### config.mk
export PLATFORM = sky130hd
export DESIGN_NAME = fcw_ctrl
export DESIGN_NICKNAME = d
export VERILOG_FILES = /design/src/design/fcw_pkg.sv /design/src/design/fcw_ctrl.sv
export SDC_FILE = /design/constraint.sdc
export NUM_CORES = 1
export LEC_CHECK = 0
export ABC_AREA = 1
export BUFFER_PORTS_ARGS = -buffer_cell sky130_fd_sc_hd__buf_2
export CAP_MARGIN = 5
export CORE_MARGIN = 2
export CORE_UTILIZATION = 46
export CTS_CLUSTER_DIAMETER = 50
export DETAILED_ROUTE_END_ITERATION = 8
export GPL_ROUTABILITY_DRIVEN = 0
export PLACE_DENSITY = 0.74
export SYNTH_ARGS = -nofsm -noshare
export SYNTH_HDL_FRONTEND = slang
export SYNTH_SLANG_ARGS = --single-unit
### constraint.sdc
create_clock -name i_clk -period 1.2 [get_ports i_clk]
set_input_delay 0.12 -clock i_clk [delete_from_list [all_inputs] [get_ports i_clk]]
set_output_delay 0.12 -clock i_clk [all_outputs]
set_load 0.01 [all_outputs]
### src/design/fcw_pkg.sv
// Shared types, constants and a helper function of the FAT16 cluster chain walker.
`default_nettype none

package fcw_pkg;

    localparam logic [15:0] CHAIN_END   = 16'hFFF8;
    localparam logic [15:0] MIN_CLUSTER = 16'd2;
    localparam logic [15:0] END_MARK    = 16'hFFFF;

    localparam int CFG_IDX_W  = 1;
    localparam int CFG_DATA_W = 20;
    localparam int SECTOR_W   = 24;

    localparam logic [CFG_IDX_W-1:0] CFG_DATA_START      = 1'b0;
    localparam logic [CFG_IDX_W-1:0] CFG_CLUSTER_SECTORS = 1'b1;

    localparam logic CMD_WRITE = 1'b0;
    localparam logic CMD_WALK  = 1'b1;

    typedef struct packed {
        logic ram_we;
        logic issue_start;
        logic issue_next;
        logic load_out;
        logic load_empty;
        logic out_trunc;
        logic out_last;
    } t_dp_cmd;

    typedef struct packed {
        logic start_ok;
        logic more;
    } t_dp_sts;

    function automatic logic in_chain(input logic [15:0] c);
        return (c >= MIN_CLUSTER) && (c < CHAIN_END);
    endfunction

endpackage

`default_nettype wire

### src/design/fcw_ctrl.sv
// Controller state machine that sequences table writes and chain walks.
`default_nettype none

module fcw_ctrl
    import fcw_pkg::*;
#(
    parameter int MAX_RUN = 64
) (
    input  wire logic    i_clk,
    input  wire logic    i_rst_n,
    input  wire logic    i_valid,
    input  wire logic    i_cmd,
    output logic         o_ready,
    output logic         o_valid,
    input  wire logic    i_ready,
    input  wire t_dp_sts i_sts,
    output t_dp_cmd      o_cmd
);

    localparam int RW = $clog2(MAX_RUN + 1);

    localparam logic [1:0] S_IDLE  = 2'd0;
    localparam logic [1:0] S_LOAD  = 2'd1;
    localparam logic [1:0] S_EMPTY = 2'd2;

    logic [1:0]    r_state, n_state;
    logic [RW-1:0] r_run, n_run;
    logic          r_out_valid, n_out_valid;
    logic          out_free;
    logic          accept;
    logic          cut;

    assign out_free = !r_out_valid || i_ready;
    assign o_ready  = (r_state == S_IDLE);
    assign accept   = i_valid && o_ready;
    assign cut      = i_sts.more && (r_run == RW'(MAX_RUN - 1));
    assign o_valid  = r_out_valid;

    always_comb begin
        n_state = r_state;
        n_run   = r_run;
        o_cmd   = '0;
        unique case (r_state)
            S_IDLE: begin
                if (accept) begin
                    if (i_cmd == CMD_WRITE) begin
                        o_cmd.ram_we = 1'b1;
                    end else begin
                        o_cmd.issue_start = 1'b1;
                        n_run = '0;
                        n_state = i_sts.start_ok ? S_LOAD : S_EMPTY;
                    end
                end
            end
            S_LOAD: begin
                if (out_free) begin
                    o_cmd.load_out  = 1'b1;
                    o_cmd.out_trunc = cut;
                    o_cmd.out_last  = !i_sts.more || cut;
                    n_run = r_run + RW'(1);
                    if (!i_sts.more || cut) begin
                        n_state = S_IDLE;
                    end else begin
                        o_cmd.issue_next = 1'b1;
                    end
                end
            end
            S_EMPTY: begin
                if (out_free) begin
                    o_cmd.load_empty = 1'b1;
                    n_run = RW'(1);
                    n_state = S_IDLE;
                end
            end
            default: begin
                n_state = S_IDLE;
            end
        endcase
    end

    always_comb begin
        if (o_cmd.load_out || o_cmd.load_empty) begin
            n_out_valid = 1'b1;
        end else if (i_ready) begin
            n_out_valid = 1'b0;
        end else begin
            n_out_valid = r_out_valid;
        end
    end

    always_ff @(posedge i_clk) begin
        if (!i_rst_n) begin
            r_state     <= S_IDLE;
            r_run       <= '0;
            r_out_valid <= 1'b0;
        end else begin
            r_state     <= n_state;
            r_run       <= n_run;
            r_out_valid <= n_out_valid;
        end
    end

endmodule

`default_nettype wire

==> flow_summary.yaml, run 1 <==
status:
  status: "stopped before the end"
  stop_stage: "global routing"
  first-error: "[ERROR DPL-0033] detailed placement checks failed during check placement."
logic_synthesis:
  yosysWarnings: 0
  syn_area_per_cell_sq_um: 6.58
  postSynthCellCount: 103
  synth_ff_type: "dfxtp_1"
  yosysMostFrequentCell: "nand2_1"
  synthesis.nets: 115
  synth_async_sr_flop_share: 0
  synth_edf_count: 0
  ys_seq_area_frac: 0.295
  synth.area.top_cells: "dfxtp_1, nand2_1, ha_1, nor2_1, nand3_1"
  synth-seq-cells: 10
  synth_area_leader_cell: "dfxtp_1"
  synth_commonest_cells: "nand2_1, nor2_1, dfxtp_1, inv_1, nand3_1"
  yosysUniqueCellTypes: 19
  netlist_area_sq_um: 678
  yosys.area.top_type_share: 0.295
timing:
  worstEpCategory: "output port"
  grt-worst-endpoint: "o_cmd[0]"
cts:
  numCtsBuffers: 3
  cts-root-buf: "clkbuf_4"
  htree_levels: 1
  cts.path.max_buffers: 2
  cts_sinks: 10
placed_design:
  dp.cells: 151
  dpl.hpwl_microns: 1360
  port-buffer-count: 15
floorplanning:
  io_pins: 16
  dieWidth_microns: 42.4
  die_y_microns: 42.4
  rows: 13
  initial_core_util: 0.508
grt:
  grt_max_degree: 8
  antenna_found_initial: 0
-- metrics by stage --
stage	worst slack [ps]	hold WS, ps	area [sq um]	util	TNS, ps
after floorplan	-49.6	231	707	-	-226
after global placement	-152	382	936	0.702	-1120
after detailed placement	-163	388	936	0.702	-1320
after CTS	-260	89.0	1130	0.847	-3150
-- logic make-up after synthesis --
| group | after synthesis | share of synthesized area |
|---|---|---|
| AOI/OAI and AO/OA | 12 | 0.0960 |
| and+or+nand+nor | 62 | 0.439 |
| buffers and inverters | 14 | 0.0775 |
| DFF | 10 | 0.295 |
| adders and majority gates | 5 | 0.0923 |
-- timing repair --
action,4_1_cts
setup buffers,6
endpoints found under the setup margin,17
resized for setup,25
pin swaps,4
hold buffers,0
==> run 2, diff against run 1 <==
CORE_AREA = 2 2 63 65   (was not set)
CORE_MARGIN = not set   (was 2)
CORE_UTILIZATION = not set   (was 46)
CTS_CLUSTER_DIAMETER = not set   (was 50)
DIE_AREA = 0 0 65 67   (was not set)
PLACE_DENSITY = not set   (was 0.74)
PLACE_DENSITY_LB_ADDON = 0.15   (was not set)
clock period = 1.6 ns   (was 1.2 ns; I/O delays follow)
==> run 2 against run 1 <==
Against the previous run: the flow now finishes without violations; synthesized cell count stayed put; synthesized area unchanged.
==> flow_summary.yaml, run 2 <==
status:
  status: "completed"
cts:
  cts-root-buf: "clkbuf_8"
  clkTransAtPathRegs_ps: 50
  clock_latency_ps: 240
  cts_tree: "done"
  cts_hold_buffers: 0
  cts.path.max_buffers: 2
  numCtsBuffers: 3
  cts_sinks: 10
  htree_levels: 1
worst_setup_path:
  cp_slowest_cell: "dfxtp_2"
  cp_data_required_time_ps: 1440
  critical_path.top_delay_family: "flip-flops"
  crit_buf_inv: 2
  critPathMaxStageDelay_ps: 350
  crit_type: "register to primary output"
  path_cells: "ha_2 -> nand3_1 -> inv_2 -> nand2_4 -> a21boi_0 -> buf_2"
  cp-end-kind: "primary output"
  worst_ep_arrival_time_ps: 1370
  cp_max_fo: 4
  worstSetupStartpointType: "register"
cells_and_area:
  n_antenna_cell: 0
  mostFrequentLayoutCells: "nand2_1, nor2_1, buf_2, inv_1, nand3_1"
  multi_input_area_sq_um: 458
  fillCellCount: 398
  final_nets: 137
  mostFrequentLayoutCell: "nand2_1"
  seqCellArea_sq_um: 203
  regMostFlops: "r_run"
  utilization: 0.255
  drive_above_1_share: 0.323
  final_area_sq_um: 918
  largest_register_ffs: 7
  area_delta_synth_final_pct: 35.4
floorplanning:
  core_sq_um: 3610
  initial_core_util: 0.188
  rows: 22
  dieWidth_microns: 65
  fp.dieArea_sq_um: 4360
  io_pins: 16
  die_y_microns: 67
logic_synthesis:
  synth_commonest_cells: "nand2_1, nor2_1, dfxtp_1, inv_1, nand3_1"
  yosysUniqueCellTypes: 19
  synth_top_family_by_area: "simple AND/OR/NAND/NOR gates"
  yosys.area_share.simple: 0.439
  synth_edf_count: 0
  postSynthCellCount: 103
  synth_ff_type: "dfxtp_1"
  yosysMostFrequentCell: "nand2_1"
  netlist_area_sq_um: 678
  yosysWarnings: 0
  synthAdderAreaFrac: 0.0923
  yosys.area.top_type_share: 0.295
  syn_area_per_cell_sq_um: 6.58
  synth-seq-cells: 10
  synth_compound_area_frac: 0.0959
  synth_area_leader_cell: "dfxtp_1"
  synth.area.top_cells: "dfxtp_1, nand2_1, ha_1, nor2_1, nand3_1"
  synthesis.nets: 115
  synthMuxAreaShare: 0
  synthXorXnorAreaFrac: 0
  ys_seq_area_frac: 0.295
  synth_async_sr_flop_share: 0
grt:
  overflow: 0
  track_usage: 0.0802
  grt_pass1_vias: 632
  antenna_found_initial: 0
  grt_pass1_wl_microns: 2700
  grt_max_degree: 8
detailed_routing:
  drc_errors: 0
  detail_route.wl_per_cell_microns: 9.35
  drt-total-wl_microns: 1610
  via_count: 680
  drtIter0Drc: 15
  first_pass_iters: 4
  ant_nets: 0
  via_per_inst: 3.95
placed_design:
  dpl.hpwl_microns: 1320
  port-buffer-count: 15
  placed_cell_area_sq_um: 821
timing:
  setup_viol: 0
  rsz0062_at_grt: "false"
  finalClockSkew_ps: 3.15
  period_share: 0.954
  relSlewSlack: 0.825
  fmax_ghz: 0.655
  min_period_ps: 1530
  finalHoldViolCount: 0
  fin_setup_tns_ps: 0
  tightest_slew_ps: 263
  report.final.slew_viol_count: 0
power:
  clock_power_share: 0.214
  p_per_area_nw_per_um2: 1630
  p_int_uw: 823
  switching_share: 0.451
  peakVddDrop_mv: 0.737
  p_comb_frac: 0.560
  leakage_nw: 0.425
  p_sw_uw: 677
  seq_power_share: 0.227
min_path:
  hold_path_class: "input port to register"
run:
  cap_violations: 0
## run 2: what timing repair did
action / CTS / global route
pin swaps: 0 / 1
endpoints found under the setup margin: 2 / 7
resized for setup: 4 / 5
buffers inserted: 0 / 1
## run 2: path summary, 6_finish.rpt
| check | start | end | slack, ps | cells after the start |
|---|---|---|---|---|
| setup / recovery | r_run[0] | o_cmd[0] | 70 | 6 |
| hold / removal | i_ready | o_valid | 200 | 4 |
| hold reg to reg | r_run[6] | r_run[6] | 480 | 2 |
| setup reg to reg | r_state[0] | r_run[4] | 120 | 10 |
## run 2: power by group through the flow
stage / clock network (mW) / logic (mW) / registers (mW)
after global routing: 0.342 / 0.932 / 0.347
after CTS: 0.328 / 0.817 / 0.341
after detailed placement: 0 / 0.798 / 0.344
final: 0.321 / 0.840 / 0.340
after global placement: 0 / 0.797 / 0.340
after floorplan: 0 / 0.573 / 0.338
## run 2: layer usage
metal  part of all wire  vias up  global-route usage
met1               0.50      297               0.100
met5                  0        -                   0
met3              0.014        4              0.0101
met2               0.47        8               0.131
met4              0.019        0              0.0479
li1                   -      371                   -
## run 2: cell families after synthesis
logic type / count (synthesis)
simple gates: 62
compound gates: 12
flops: 10
fa+ha+maj: 5
buf+inv: 14
## run 2: per-stage QoR
stage / std cells / power [mW] / setup slack [ps] / hold slack (ps)
CTS: 171 / 1.49 / 30.8 / 198
global route: 172 / 1.62 / 11.1 / 213
global placement: 167 / 1.14 / 64.9 / 444
floorplan: 103 / 0.911 / 185 / 281
finish: 172 / 1.50 / 73.8 / 201
detailed placement: 167 / 1.14 / 67.5 / 449
## run 2: area by class of cell
| class | instances | share of cell area |
|---|---|---|
| multi-input cells | 79 | 0.499 |
| flip-flops and latches | 10 | 0.221 |
| inverters | 14 | 0.0572 |
| clock buffers | 4 | 0.0599 |
| well taps | 48 | 0.0654 |
| repair buffers | 17 | 0.0981 |
## run 2: worst reg2reg max path, delay by kind of cell (launching register included)
family	cells	cell delay (ps)
AND/OR/NAND/NOR	7	600
buffers and inverters	2	170
adder cells (fa/ha/maj)	1	220
flip-flops	1	390
Power figures use the tool's default switching activity.
